## config.mk

```make
export PLATFORM = sky130hd
export DESIGN_NAME = byte_memory_instruction_executor_core
export DESIGN_NICKNAME = d
export VERILOG_FILES = /design/src/rtl/bmie_pkg.sv /design/src/rtl/byte_memory_instruction_executor_core.sv /design/src/rtl/bmie_div.sv /design/src/rtl/bmie_dpath.sv /design/src/rtl/bmie_ctrl.sv
export SDC_FILE = /design/constraint.sdc
export NUM_CORES = 2
export LEC_CHECK = 0
export BUFFER_PORTS_ARGS = -buffer_cell sky130_fd_sc_hd__buf_2
export CORE_ASPECT_RATIO = 0.75
export CORE_UTILIZATION = 40
export DETAILED_ROUTE_END_ITERATION = 7
export SLEW_MARGIN = 20
export SYNTH_ARGS = -nofsm -noshare
export SYNTH_HDL_FRONTEND = slang
export SYNTH_SLANG_ARGS = --single-unit
```

## constraint.sdc

```tcl
create_clock -name clk -period 15 [get_ports clk]
set_input_delay 0.75 -clock clk [delete_from_list [all_inputs] [get_ports clk]]
set_output_delay 0.75 -clock clk [all_outputs]
set_load 0.03 [all_outputs]
```

## src/rtl/bmie_pkg.sv

```systemverilog
// Package for the byte memory instruction executor.
// Holds field widths, opcodes and the controller/datapath command and status types.
// No dependencies.
package bmie_pkg;

	localparam int DATA_W   = 8;
	localparam int ACTION_W = 5;
	localparam int INDEX_W  = 16;
	localparam int INVAL_W  = 16;

	localparam logic [ACTION_W-1:0] OP_NOP    = 5'd0;
	localparam logic [ACTION_W-1:0] OP_COPY   = 5'd1;
	localparam logic [ACTION_W-1:0] OP_MOVE   = 5'd2;
	localparam logic [ACTION_W-1:0] OP_ADD    = 5'd3;
	localparam logic [ACTION_W-1:0] OP_SUB    = 5'd4;
	localparam logic [ACTION_W-1:0] OP_MUL    = 5'd5;
	localparam logic [ACTION_W-1:0] OP_DIV    = 5'd6;
	localparam logic [ACTION_W-1:0] OP_MOD    = 5'd7;
	localparam logic [ACTION_W-1:0] OP_AND    = 5'd8;
	localparam logic [ACTION_W-1:0] OP_OR     = 5'd9;
	localparam logic [ACTION_W-1:0] OP_NOT    = 5'd10;
	localparam logic [ACTION_W-1:0] OP_XOR    = 5'd11;
	localparam logic [ACTION_W-1:0] OP_SHR    = 5'd12;
	localparam logic [ACTION_W-1:0] OP_SHL    = 5'd13;
	localparam logic [ACTION_W-1:0] OP_JUMP   = 5'd14;
	localparam logic [ACTION_W-1:0] OP_EQ     = 5'd15;
	localparam logic [ACTION_W-1:0] OP_GT     = 5'd16;
	localparam logic [ACTION_W-1:0] OP_LT     = 5'd17;
	localparam logic [ACTION_W-1:0] OP_SKIPIF = 5'd18;
	localparam logic [ACTION_W-1:0] OP_HALT   = 5'd19;
	localparam logic [ACTION_W-1:0] OP_OUT    = 5'd20;
	localparam logic [ACTION_W-1:0] OP_IN     = 5'd21;

	// Commands from the controller to the datapath.
	typedef struct packed {
		logic capture;    // take the input fields and read both operands
		logic div_start;  // load the serial divider
		logic commit;     // write memory, update the line index, load the result
	} bmie_cmd_t;

	// Status from the datapath to the controller.
	typedef struct packed {
		logic div_needed; // a divide or modulo with a nonzero divisor is pending and the block is not halted
		logic div_busy;   // the serial divider is still stepping
	} bmie_sts_t;

endpackage

```

## src/rtl/byte_memory_instruction_executor_core.sv

```systemverilog
// Top level of the byte memory instruction executor.
// Depends on bmie_pkg, bmie_ctrl, bmie_dpath (which holds bmie_div).
//
// The block executes one decoded instruction per input transfer on a private
// memory of signed bytes and answers each with exactly one result transfer: the
// next program line, an output byte with its flag, the halted and fault flags.
// Both channels use valid/stall: a transfer happens on a rising edge where
// valid is high and stall is low. The input stall is high while an
// instruction is being executed; it drops as soon as the result is loaded
// into the output register, so the next instruction can be taken while that
// result still waits for the receiver.
// Both operands are read from the memory at the input transfer edge. The result
// is loaded when the controller commits; divide and modulo with a nonzero divisor
// first go through a start step and eight serial divider steps of one quotient
// bit each, and the commit follows them.
// If the receiver stalls, the result register holds its contents and a
// second finished instruction waits inside the block without committing.
// Reset sets the program line to 1 and clears the halt flag; the memory
// content is undefined until written, so no clearing pass is needed.
module byte_memory_instruction_executor_core #(
	parameter int MEMORY_DEPTH = 256
) (
	input  logic                                   clk,
	input  logic                                   arst_n,
	input  logic                                   in_valid,
	output logic                                   in_stall,
	input  logic [bmie_pkg::ACTION_W-1:0]          action,
	input  logic [bmie_pkg::DATA_W-1:0]            addr_a,
	input  logic [bmie_pkg::DATA_W-1:0]            operand_b,
	input  logic signed [bmie_pkg::INVAL_W-1:0]    in_value,
	output logic                                   res_valid,
	input  logic                                   res_stall,
	output logic [bmie_pkg::INDEX_W-1:0]           next_index,
	output logic signed [bmie_pkg::DATA_W-1:0]     out_value,
	output logic                                   out_valid,
	output logic                                   halted,
	output logic                                   div_fault
);

	bmie_pkg::bmie_cmd_t cmd;
	bmie_pkg::bmie_sts_t sts;

	// The controller only decides when to capture, divide and commit; all
	// instruction semantics live in the datapath.
	bmie_ctrl u_ctrl (
		.clk       (clk),
		.arst_n    (arst_n),
		.in_valid  (in_valid),
		.in_stall  (in_stall),
		.res_valid (res_valid),
		.res_stall (res_stall),
		.sts       (sts),
		.cmd       (cmd)
	);

	bmie_dpath #(
		.MEMORY_DEPTH (MEMORY_DEPTH)
	) u_dpath (
		.clk        (clk),
		.arst_n     (arst_n),
		.cmd        (cmd),
		.sts        (sts),
		.action     (action),
		.addr_a     (addr_a),
		.operand_b  (operand_b),
		.in_value   (in_value),
		.next_index (next_index),
		.out_value  (out_value),
		.out_valid  (out_valid),
		.halted     (halted),
		.div_fault  (div_fault)
	);

endmodule

```

## src/rtl/bmie_div.sv

```systemverilog
// Bit-serial signed 8-bit divider, one quotient bit per cycle, truncating toward zero.
// Depends on bmie_pkg.
module bmie_div (
	input  logic                             clk,
	input  logic                             arst_n,
	input  logic                             start,
	input  logic [bmie_pkg::DATA_W-1:0]      dividend,
	input  logic [bmie_pkg::DATA_W-1:0]      divisor,
	output logic [bmie_pkg::DATA_W-1:0]      quotient,
	output logic [bmie_pkg::DATA_W-1:0]      remainder,
	output logic                             busy
);

	localparam int W  = bmie_pkg::DATA_W;
	localparam int CW = $clog2(W);

	logic          busy_q;
	logic [CW-1:0] cnt_q;
	logic [W-1:0]  rem_q;
	logic [W-1:0]  quo_q;
	logic [W-1:0]  dvs_q;
	logic          qneg_q;
	logic          rneg_q;
	logic [W:0]    trial;
	logic          fits;

	assign trial = {rem_q, quo_q[W-1]};
	assign fits  = trial >= {1'b0, dvs_q};

	always_ff @(posedge clk or negedge arst_n) begin
		if (!arst_n) begin
			busy_q <= 1'b0;
			cnt_q  <= '0;
		end else if (start) begin
			busy_q <= 1'b1;
			cnt_q  <= '0;
		end else if (busy_q) begin
			cnt_q <= cnt_q + CW'(1);
			if (cnt_q == CW'(W - 1)) begin
				busy_q <= 1'b0;
			end
		end
	end

	// Operands are held as magnitudes; the signs are reapplied at the output.
	always_ff @(posedge clk) begin
		if (start) begin
			rem_q  <= '0;
			quo_q  <= dividend[W-1] ? W'(-dividend) : dividend;
			dvs_q  <= divisor[W-1] ? W'(-divisor) : divisor;
			qneg_q <= dividend[W-1] ^ divisor[W-1];
			rneg_q <= dividend[W-1];
		end else if (busy_q) begin
			rem_q <= fits ? W'(trial - {1'b0, dvs_q}) : trial[W-1:0];
			quo_q <= {quo_q[W-2:0], fits};
		end
	end

	assign quotient  = qneg_q ? W'(-quo_q) : quo_q;
	assign remainder = rneg_q ? W'(-rem_q) : rem_q;
	assign busy      = busy_q;

endmodule

```

## src/rtl/bmie_dpath.sv

```systemverilog
// Datapath: data memory, operand registers, byte ALU, line index, halt flag, result registers.
// Depends on bmie_pkg and bmie_div.
module bmie_dpath #(
	parameter int MEMORY_DEPTH = 256
) (
	input  logic                                   clk,
	input  logic                                   arst_n,
	input  bmie_pkg::bmie_cmd_t                    cmd,
	output bmie_pkg::bmie_sts_t                    sts,
	input  logic [bmie_pkg::ACTION_W-1:0]          action,
	input  logic [bmie_pkg::DATA_W-1:0]            addr_a,
	input  logic [bmie_pkg::DATA_W-1:0]            operand_b,
	input  logic signed [bmie_pkg::INVAL_W-1:0]    in_value,
	output logic [bmie_pkg::INDEX_W-1:0]           next_index,
	output logic signed [bmie_pkg::DATA_W-1:0]     out_value,
	output logic                                   out_valid,
	output logic                                   halted,
	output logic                                   div_fault
);

	localparam int W     = bmie_pkg::DATA_W;
	localparam int IW    = bmie_pkg::INDEX_W;
	localparam int AW    = $clog2(MEMORY_DEPTH);
	localparam int NADDR = 1 << W;

	logic [W-1:0]  mem [MEMORY_DEPTH];
	logic [AW-1:0] wrap_tbl [NADDR];

	logic [bmie_pkg::ACTION_W-1:0] op_q;
	logic [AW-1:0] wa_q;
	logic [W-1:0]  imm_q;
	logic [W-1:0]  inb_q;
	logic [W-1:0]  ua_q;
	logic [W-1:0]  ub_q;
	logic [IW-1:0] line_q;
	logic          halt_q;

	logic [W-1:0]  quo;
	logic [W-1:0]  rem;
	logic          div_busy;
	logic          b_zero;
	logic [2*W-1:0] prod;
	logic [2:0]    shr_cnt;
	logic [W-1:0]  wd;
	logic          we;
	logic [IW-1:0] nxt;
	logic          fault;
	logic          is_divmod;

	// Byte addresses wrap modulo the memory depth; the table is fixed at elaboration.
	for (genvar g = 0; g < NADDR; g++) begin : g_wrap
		assign wrap_tbl[g] = AW'(g % MEMORY_DEPTH);
	end

	always_ff @(posedge clk) begin
		if (we) begin
			mem[wa_q] <= wd;
		end
		if (cmd.capture) begin
			ua_q  <= mem[wrap_tbl[addr_a]];
			ub_q  <= mem[wrap_tbl[operand_b]];
			op_q  <= action;
			wa_q  <= wrap_tbl[addr_a];
			imm_q <= operand_b;
			inb_q <= in_value[W-1:0];
		end
	end

	bmie_div u_div (
		.clk       (clk),
		.arst_n    (arst_n),
		.start     (cmd.div_start),
		.dividend  (ua_q),
		.divisor   (ub_q),
		.quotient  (quo),
		.remainder (rem),
		.busy      (div_busy)
	);

	assign b_zero    = ub_q == '0;
	assign is_divmod = op_q == bmie_pkg::OP_DIV || op_q == bmie_pkg::OP_MOD;
	assign prod      = (2*W)'(ua_q) * (2*W)'(ub_q);
	assign shr_cnt   = (ub_q >= W'(W)) ? 3'(W - 1) : ub_q[2:0];

	assign sts.div_needed = !halt_q && is_divmod && !b_zero;
	assign sts.div_busy   = div_busy;

	always_comb begin
		wd    = '0;
		we    = 1'b0;
		nxt   = line_q + IW'(1);
		fault = 1'b0;
		unique case (op_q)
			bmie_pkg::OP_COPY: begin
				wd = ub_q;  we = 1'b1;
			end
			bmie_pkg::OP_MOVE: begin
				wd = imm_q; we = 1'b1;
			end
			bmie_pkg::OP_ADD: begin
				wd = ua_q + ub_q; we = 1'b1;
			end
			bmie_pkg::OP_SUB: begin
				wd = ua_q - ub_q; we = 1'b1;
			end
			bmie_pkg::OP_MUL: begin
				wd = prod[W-1:0]; we = 1'b1;
			end
			bmie_pkg::OP_DIV: begin
				wd = b_zero ? '1 : quo; fault = b_zero; we = 1'b1;
			end
			bmie_pkg::OP_MOD: begin
				wd = b_zero ? ua_q : rem; fault = b_zero; we = 1'b1;
			end
			bmie_pkg::OP_AND: begin
				wd = ua_q & ub_q; we = 1'b1;
			end
			bmie_pkg::OP_OR: begin
				wd = ua_q | ub_q; we = 1'b1;
			end
			bmie_pkg::OP_NOT: begin
				wd = ~ua_q; we = 1'b1;
			end
			bmie_pkg::OP_XOR: begin
				wd = ua_q ^ ub_q; we = 1'b1;
			end
			bmie_pkg::OP_SHR: begin
				wd = W'($signed(ua_q) >>> shr_cnt); we = 1'b1;
			end
			bmie_pkg::OP_SHL: begin
				wd = (ub_q >= W'(W)) ? '0 : W'(ua_q << ub_q[2:0]); we = 1'b1;
			end
			bmie_pkg::OP_JUMP: begin
				nxt = {{(IW-W){1'b0}}, ua_q} + IW'(1);
			end
			bmie_pkg::OP_EQ: begin
				wd = W'($signed(ua_q) == $signed(ub_q)); we = 1'b1;
			end
			bmie_pkg::OP_GT: begin
				wd = W'($signed(ua_q) > $signed(ub_q)); we = 1'b1;
			end
			bmie_pkg::OP_LT: begin
				wd = W'($signed(ua_q) < $signed(ub_q)); we = 1'b1;
			end
			bmie_pkg::OP_SKIPIF: begin
				nxt = line_q + (ua_q[0] ? IW'(2) : IW'(3));
			end
			bmie_pkg::OP_HALT: begin
				nxt = line_q;
			end
			bmie_pkg::OP_IN: begin
				wd = inb_q; we = 1'b1;
			end
			default: begin
			end
		endcase
		// Once halted, nothing changes and the line stays where it is.
		if (halt_q) begin
			nxt   = line_q;
			fault = 1'b0;
		end
		we = we && cmd.commit && !halt_q;
	end

	always_ff @(posedge clk or negedge arst_n) begin
		if (!arst_n) begin
			line_q <= IW'(1);
			halt_q <= 1'b0;
		end else if (cmd.commit) begin
			line_q <= nxt;
			if (op_q == bmie_pkg::OP_HALT) begin
				halt_q <= 1'b1;
			end
		end
	end

	always_ff @(posedge clk) begin
		if (cmd.commit) begin
			next_index <= nxt;
			out_valid  <= !halt_q && op_q == bmie_pkg::OP_OUT;
			out_value  <= (!halt_q && op_q == bmie_pkg::OP_OUT) ? ua_q : '0;
			halted     <= halt_q || op_q == bmie_pkg::OP_HALT;
			div_fault  <= fault;
		end
	end

endmodule

```

## src/rtl/bmie_ctrl.sv

```systemverilog
// Controller state machine: sequences capture, divide and commit, and owns both handshakes.
// Depends on bmie_pkg.
module bmie_ctrl (
	input  logic                clk,
	input  logic                arst_n,
	input  logic                in_valid,
	output logic                in_stall,
	output logic                res_valid,
	input  logic                res_stall,
	input  bmie_pkg::bmie_sts_t sts,
	output bmie_pkg::bmie_cmd_t cmd
);

	localparam logic [1:0] ST_IDLE = 2'd0;
	localparam logic [1:0] ST_EXEC = 2'd1;
	localparam logic [1:0] ST_DIV  = 2'd2;

	logic [1:0] state_q;
	logic [1:0] state_d;
	logic       res_valid_q;
	logic       out_free;

	assign in_stall = state_q != ST_IDLE;
	assign out_free = !res_valid_q || !res_stall;

	always_comb begin
		state_d = state_q;
		cmd     = '0;
		unique case (state_q)
			ST_IDLE: begin
				if (in_valid) begin
					cmd.capture = 1'b1;
					state_d     = ST_EXEC;
				end
			end
			ST_EXEC: begin
				if (sts.div_needed) begin
					cmd.div_start = 1'b1;
					state_d       = ST_DIV;
				end else if (out_free) begin
					cmd.commit = 1'b1;
					state_d    = ST_IDLE;
				end
			end
			ST_DIV: begin
				if (!sts.div_busy && out_free) begin
					cmd.commit = 1'b1;
					state_d    = ST_IDLE;
				end
			end
			default: begin
				state_d = ST_IDLE;
			end
		endcase
	end

	always_ff @(posedge clk or negedge arst_n) begin
		if (!arst_n) begin
			state_q     <= ST_IDLE;
			res_valid_q <= 1'b0;
		end else begin
			state_q <= state_d;
			if (cmd.commit) begin
				res_valid_q <= 1'b1;
			end else if (!res_stall) begin
				res_valid_q <= 1'b0;
			end
		end
	end

	assign res_valid = res_valid_q;

endmodule

```

# After elaboration in Yosys (flattened, before gate mapping)
# Memories as Yosys holds them, arrays and structs flattened. A register that Yosys moved wholly into a read port is not among the register bits.
# Cells that the tools add are included.
[totals] reg_bits=106 ramBits=2048 mem_bits_ro=4096 elab_cells=146 n_memories=3 inputBits=41
[memory_table] memory="(no name shown)" words=256 word_bits=8 read_ports=1 rd_ports_with_merged_regs=0 wr=0 line="bmie_dpath.sv:60" text="ua_q <= mem[wrap_tbl[addr_a]];"
[memory_table] memory="(no name shown)" words=256 word_bits=8 read_ports=1 rd_ports_with_merged_regs=0 wr=0 line="bmie_dpath.sv:61" text="ub_q <= mem[wrap_tbl[operand_b]];"
[memory_table] memory="u_dpath.mem" words=256 word_bits=8 read_ports=2 rd_ports_with_merged_regs=2 wr=1 line="bmie_dpath.sv:26" text="logic [W-1:0] mem [MEMORY_DEPTH];"
[classes] bitwise=8 n_mul=1 shifts=2 magnitude_cmp=6 n_reduce_logical=23 n_eq_ne=29 muxes=42 add_sub_neg=11
[op_table] cell="8-bit case mux with 17 select lines" n=1
[op_table] cell="8-bit two-way mux" n=13
[op_table] cell="16-bit case mux with 3 select lines" n=1
[op_table] cell="5-bit by 4-bit == test with 1-bit output, second input constant" n=8
[op_table] cell="8-bit negation" n=4
[op_table] cell="5-bit == test, second input constant" n=6
[op_table] cell="5-bit by 3-bit == test with 1-bit output, second input constant" n=4
[op_table] cell="9-bit greater-or-equal comparator, second input constant" n=2
[op_table] cell="8-bit inverter with 9-bit output" n=2
[op_table] cell="17-bit OR reduction" n=1
[op_table] cell="16-bit by 1-bit adder with 16-bit output, second input constant" n=1
[op_table] cell="16-bit adder" n=1
[op_table] cell="1-bit two-way mux" n=16
[op_table] cell="16-bit two-way mux" n=1
[op_table] cell="8-bit subtractor" n=2
[op_table] cell="5-bit by 2-bit == test with 1-bit output, second input constant" n=2
[op_table] cell="8-bit by 1-bit adder with 9-bit output, second input constant" n=1
[op_table] cell="9-bit by 8-bit greater-or-equal comparator with 1-bit output" n=1
[op_table] cell="3-bit two-way mux" n=3
[op_table] cell="8-bit adder" n=1
[op_table] cell="8-bit AND" n=1
[op_table] cell="8-bit == test" n=1
[op_table] cell="8-bit by 4-bit greater-or-equal comparator with 1-bit output, second input constant" n=1
[op_table] cell="8-bit greater-than comparator" n=1
[op_table] cell="30 further kinds" n=47

# Depth between registers and ports, before layout
[logic_depth] depth_word=10 depth_mapped=19

# Hierarchy
# A second synthesis with hierarchy kept.
[hier_totals] cells_unflattened=5806 hier_area_um2=103649.4
[modules_own_cells] mod="bmie_dpath" area_per_inst_um2=101155.8 cells_each=5547 seq_area_each_um2=64087.7 n_inst=1
[modules_own_cells] mod="bmie_div" area_per_inst_um2=2255.9 cells_each=235 seq_area_each_um2=800.8 n_inst=1
[modules_own_cells] mod="bmie_ctrl" area_per_inst_um2=237.7 cells_each=24 seq_area_each_um2=75.1 n_inst=1

# Worst setup path after synthesis
# OpenSTA, ideal clock, no wires.
[synth_timing] kind="register to register" startpoint="register u_dpath.ub_q[7], read port of u_dpath.mem" endpoint="memory u_dpath.mem[0][1] in the netlist's numbering, data pin" t_arrival_ns=9.004 path_buffers=2 required_ns=13.422 path_stages_with_launch=10 period_less_slack_ns=10.582 path_slack_ns=4.418 path_cell_list="edfxtp_1 -> clkbuf_1 -> or4_1 -> nor3_1 -> buf_2 -> mux2i_1 -> nor2_1 -> a211oi_1 -> a21oi_1 -> o2111ai_1"
[synth_via] elab_chain_cells=4 word_cells_on_any_way=8 classes_between="order compare: 1; shift: 1; mux: 5; reduce/logical: 1"
[synth_rtl] item="start: declaration" line="bmie_dpath.sv:34" text="logic [W-1:0] ub_q;"
[synth_rtl] item="8-bit by 4-bit greater-or-equal comparator with 1-bit output" line="bmie_dpath.sv:83, bmie_dpath.sv:131"
[synth_rtl] item="3-bit two-way mux" line="bmie_dpath.sv:83" text="assign shr_cnt = (ub_q >= W'(W)) ? 3'(W - 1) : ub_q[2:0];"
[synth_rtl] item="8-bit by 3-bit >>> shifter with 8-bit output" line="bmie_dpath.sv:128" text="wd = W'($signed(ua_q) >>> shr_cnt); we = 1'b1;"
[synth_rtl] item="8-bit case mux with 17 select lines *" line="bmie_dpath.sv:93" text="unique case (op_q)"
[synth_rtl] item="named net u_dpath.wd[1]" line="bmie_dpath.sv:44" text="logic [W-1:0] wd;"
[synth_rtl] item="end: declaration" line="bmie_dpath.sv:26"
# Mark *: on every way through the listed nets, which the timed path passes. The rest lies on a longest branch.

# Final worst setup path
[layout_timing] startpoint="register u_dpath.ua_q[2], read port of u_dpath.mem" endpoint="memory u_dpath.mem[198][7] in the netlist's numbering, data pin"
[layout_via] elab_chain_cells=3 word_cells_on_any_way=7 classes_between="add/sub: 2; mul: 1; shift: 2; mux: 2"
[layout_rtl] item="start: declaration" line="bmie_dpath.sv:33" text="logic [W-1:0] ua_q;"
[layout_rtl] item="branches (longest 2 deep; another with 8-bit by 8-bit multiplier with 8-bit output)"
[layout_rtl] item="8-bit case mux with 17 select lines *" line="bmie_dpath.sv:93"
[layout_rtl] item="named net u_dpath.wd[7]" line="bmie_dpath.sv:44"
# Mark *: on every way through the listed nets, which the timed path passes.

==> tab_implementation.tex <==
\begin{tabular}{lr}
\hline
Metric & Value \\
\hline
\multicolumn{2}{l}{\textbf{Drt}} \\
Number of violations reported at the end of detailed-routing iteration 0 & 9063 \\
Total number of vias & just over 60000 \\
WL/cell & around 35 µm \\
Vias per std cell & 6.54 \\
Antenna Nets Post-Route & 0 \\
Number of iterations in the first detailed-routing pass & 5 \\
Total wire length after detailed routing & 323000 µm \\
Remaining design rule violation count & 0 \\
\multicolumn{2}{l}{\textbf{Critical path}} \\
Largest fanout on the critical path & $\sim$90 \\
Critical path class & reg -> reg \\
Library cell contributing the largest single delay on the critical path & buf\_4 \\
Category of the worst setup path capture point & flip-flop \\
Critical path startpoint category & flip-flop \\
Data arrival time of the critical path & 8.19 ns \\
Worst reg2reg path depth & 17 \\
Cell-by-cell trace of the critical path & inv\_1 -> nor2\_1 -> fa\_1 -> ha\_1 -> fa\_1 -> inv\_1 -> fa\_1 -> xor2\_1 -> xnor3\_1 -> xnor3\_1 -> xnor3\_1 -> nor2\_1 -> or4\_1 -> a2111o\_2 -> buf\_4 -> buf\_4 -> buf\_4 \\
Slowest cell delay on critical path & 0.85 ns \\
Worst endpoint required time & 15.48 ns \\
\multicolumn{2}{l}{\textbf{STA}} \\
Number of max-slew violations in the final report & 0 \\
Upper clock frequency limit & 130 MHz \\
Worst Skew & approximately 0.11 ns \\
Unrepaired setup endpoints after global routing & no \\
Period minus WS final & 7.71 ns \\
Min setup slack post-route & 7.29 ns \\
Count of endpoints failing setup in the final report & 0 \\
Relative slew margins & 15.9\% \\
Final total negative setup slack & 0 ns \\
Actual slew at the worst max-slew pin & 1.25 ns \\
Count of endpoints failing hold in the final timing report & 0 \\
Final critical-path share of the clock period & between 50\% and 60\% \\
\multicolumn{2}{l}{\textbf{Yosys}} \\
Yosys warns & 0 \\
Share of synthesized flip-flops with an asynchronous set or reset & 1.11\% \\
Commonest register cell after synthesis & edfxtp\_1 \\
Yosys cell types & 86 \\
Synthesized instance count & 5791 \\
Post-Syn Area per Cell & 17.8 µm² \\
Count of flip-flops with a built-in enable after synthesis & 2138 \\
Total of flip-flops plus latches after synthesis & 2170 \\
Part of the Yosys area used for sequential elements & 62.9\% \\
Synthesized Nets & 5909 \\
Cell area after synthesis & 103000 µm² \\
\multicolumn{2}{l}{\textbf{Global routing}} \\
Global Route Usage Sum & 24.6\% \\
Antenna violations before repair & 24 \\
Global-route wire length before repair & 458000 µm \\
Aggregate global routing overflow & 0 \\
Via count of the first global-routing pass & roughly 60000 \\
Largest net degree at the start of global routing & 216 \\
\multicolumn{2}{l}{\textbf{Outcome}} \\
Status & finished, final reports clean \\
\multicolumn{2}{l}{\textbf{Die}} \\
Vertical die dimension & 442 µm \\
Starting density of the core & 40.2\% \\
Die Wd & 589 µm \\
Boundary pin count & 70 \\
Number of rows in the core area & roughly 160 \\
Area of the placeable core & 257000 µm² \\
Overall die area & 260000 µm² \\
\multicolumn{2}{l}{\textbf{CTS}} \\
Clock latency reported for the late side of the worst-skew pair & 0.90 ns \\
Sink Count & 2170 \\
H-tree Lvls & 4 \\
CTS tree & yes \\
CTS root buf & clkbuf\_16 \\
Maximum buffer depth of the clock tree & 4 \\
Post-CTS clock slew at the launch and capture registers of the worst setup and hold paths & about 0.06 ns \\
Number of CTS-inserted buffers & between 200 and 250 \\
\multicolumn{2}{l}{\textbf{Placement}} \\
Half-perimeter wire length after detailed placement & 205000 µm \\
Final estimated routing congestion in global placement & 0.965 \\
Cell total after placement & 8971 \\
Number of port buffers & 61 \\
Worst slack at placement & a little over 7 ns \\
\multicolumn{2}{l}{\textbf{Power}} \\
Power dissipated by switching net loads & 4.61 mW \\
Leakage component of the power & approximately 35 nW \\
Portion of total power attributed to sequential cells & 49.2\% \\
Switching share of total power & 28.9\% \\
Power share of the clock group & 32.4\% \\
Comb power frac & 18.3\% \\
Cell Pwr Density & 140 nW/µm² \\
Maximum vdd drop & $\sim$0.15 mV \\
Internal Power & 11.4 mW \\
\multicolumn{2}{l}{\textbf{Job}} \\
Number of maximum-capacitance violations & 0 \\
\multicolumn{2}{l}{\textbf{Finish}} \\
Number of non-filler instances in the completed layout & between 9000 and 10000 \\
Share of final-layout standard cells stronger than drive strength 1 & 26.2\% \\
Layout Area Growth over Synthesis & 10.2\% \\
Commonest cells after routing, fill and taps aside & 2138 x edfxtp\_1, 958 x mux4\_2, 396 x nor2\_1 \\
Final net count & a little under 6000 \\
Most common cell after layout, fill and taps aside & edfxtp\_1 \\
\multicolumn{2}{l}{\textbf{Worst hold path}} \\
Cell depth of the worst hold path & 1 \\
Path class of the lowest-slack min-delay path & in -> reg \\
\hline
\end{tabular}
power by group through the flow:
stage | Sequential [mW] | Combinational (mW) | Clock [mW]
5_1_grt | 7.86 | 3.12 | 5.45
6_report | 7.86 | 2.93 | 5.18
3_5_place_dp | 7.98 | 2.89 | 0
4_1_cts | 7.85 | 2.89 | 5.23
2_1_floorplan | 8.41 | 1.62 | 0
3_3_place_gp | 7.97 | 2.82 | 0
critical path: cells and delay by family (launching register included):
family	cells	cell delay, ns
buf+inv	5	2.67
compound gates	1	0.48
fa+ha+maj	4	1.65
flops	1	0.83
simple gates	3	0.44
xor+xnor	4	1.12
cells in the mapped netlist, types with 11 or more instances:
master     number  share of area, %
o22ai_1       232               1.4
nand2_1       175              0.64
nor4_1         24              0.15
and3_1         16             0.097
buf_2          87              0.42
a221oi_1       53              0.45
buf_1          34              0.12
nand3b_1       11             0.080
xnor2_1        32              0.27
a21oi_1       113              0.55
o2111ai_1      13              0.11
o211ai_1       23              0.17
a22oi_1       133              0.97
nor2_1        401               1.5
a22o_1         58              0.49
mux4_2        958                21
fa_1           16              0.31
a31oi_1        27              0.16
or2_2          21              0.13
o31ai_1        11             0.080
nand4_1        17              0.10
ha_1           61              0.74
clkbuf_1      230              0.84
o21ai_0        54              0.26
o221ai_1       20              0.17
a21o_1         15              0.11
nor3_1         68              0.33
mux2_2         12              0.13
edfxtp_1     2138                62
and2_1         21              0.13
inv_1          72              0.26
nand2b_1       33              0.20
a211oi_1       74              0.54
nor2b_1        26              0.16
buf_4          83              0.60
xor2_1         15              0.13
mux2i_1       211               2.0
nand3_1        47              0.23
dfrtp_1        23              0.56
per-stage QoR:
step / util, % / cell area, µm² / hold WS [ns] / power (mW)
finish: 44.3 / 114000 / 0.0868 / 16.0
CTS: 44.3 / 114000 / 0.0405 / 16.0
global placement: 41.7 / 107000 / 0.478 / 10.8
floorplan: - / 103000 / 0.449 / 10.0
global route: 44.3 / 114000 / 0.0569 / 16.4
detailed placement: 41.7 / 107000 / 0.491 / 10.9
metal layers:
metal  global-route usage (%)  part of all wire [%]
met5                    0.696                  0.15
met4                     5.93                   2.5
met3                     9.56                    14
met2                     34.9                    43
met1                     35.4                    41
worst paths after layout:
path	startpoint	to	slack, ns
setup reg to reg	u_dpath.ua_q[2]	u_dpath.mem[198][7]	7.29
max in group asynchronous	arst_n	u_dpath.line_q[6]	14.06
hold reg to reg	u_dpath.line_q[0]	u_dpath.line_q[0]	0.49
min in group asynchronous	arst_n	u_dpath.line_q[2]	0.49
setup / recovery	u_dpath.ua_q[2]	u_dpath.mem[198][7]	7.29
hold / removal	in_value[2]	u_dpath.inb_q[2]	0.09
repair_timing:
item                      in CTS  in global routing
setup buffers                  0                  0
gates resized for setup        0                  0
hold buffers                   1                  0
hold endpoints to repair      23                  0
flip-flops by register name (all words and copies together), names as in the netlist, 2 cells and up:
| register | flops |
|---|---|
| u_dpath.u_div.quo_q | 8 |
| u_dpath.mem | 2048 |
| u_dpath.u_div.cnt_q | 3 |
| u_ctrl.state_q | 2 |
| u_dpath.ub_q | 8 |
| u_dpath.u_div.rem_q | 8 |
| u_dpath.u_div.dvs_q | 8 |
| u_dpath.ua_q | 8 |
| u_dpath.out_value | 8 |
| u_dpath.inb_q | 8 |
| u_dpath.line_q | 16 |
| u_dpath.imm_q | 8 |
| u_dpath.wa_q | 8 |
| u_dpath.op_q | 5 |
| u_dpath.next_index | 16 |
cell type report:
class	count	area [µm²]
fill	22048	143000
sequential	2170	65000
multi-input combinational	3095	36000
clock buffer	262	5600
tap	3423	4280
timing repair buffer	208	1670
clock inverter	109	831
inverter	81	304
antenna	11	27.5
kinds of logic after synthesis:
family / Yosys count / synth area share [%]
AOI/OAI and AO/OA: 869 / 5.85
xor gates and xnor gates: 50 / 0.464
adders and majority gates: 77 / 1.05
buffers and inverters: 526 / 2.40
DFF: 2170 / 62.9
muxes: 1181 / 23.1
and+or+nand+nor: 918 / 4.20
No activity file was read; power rests on OpenSTA's default activity.
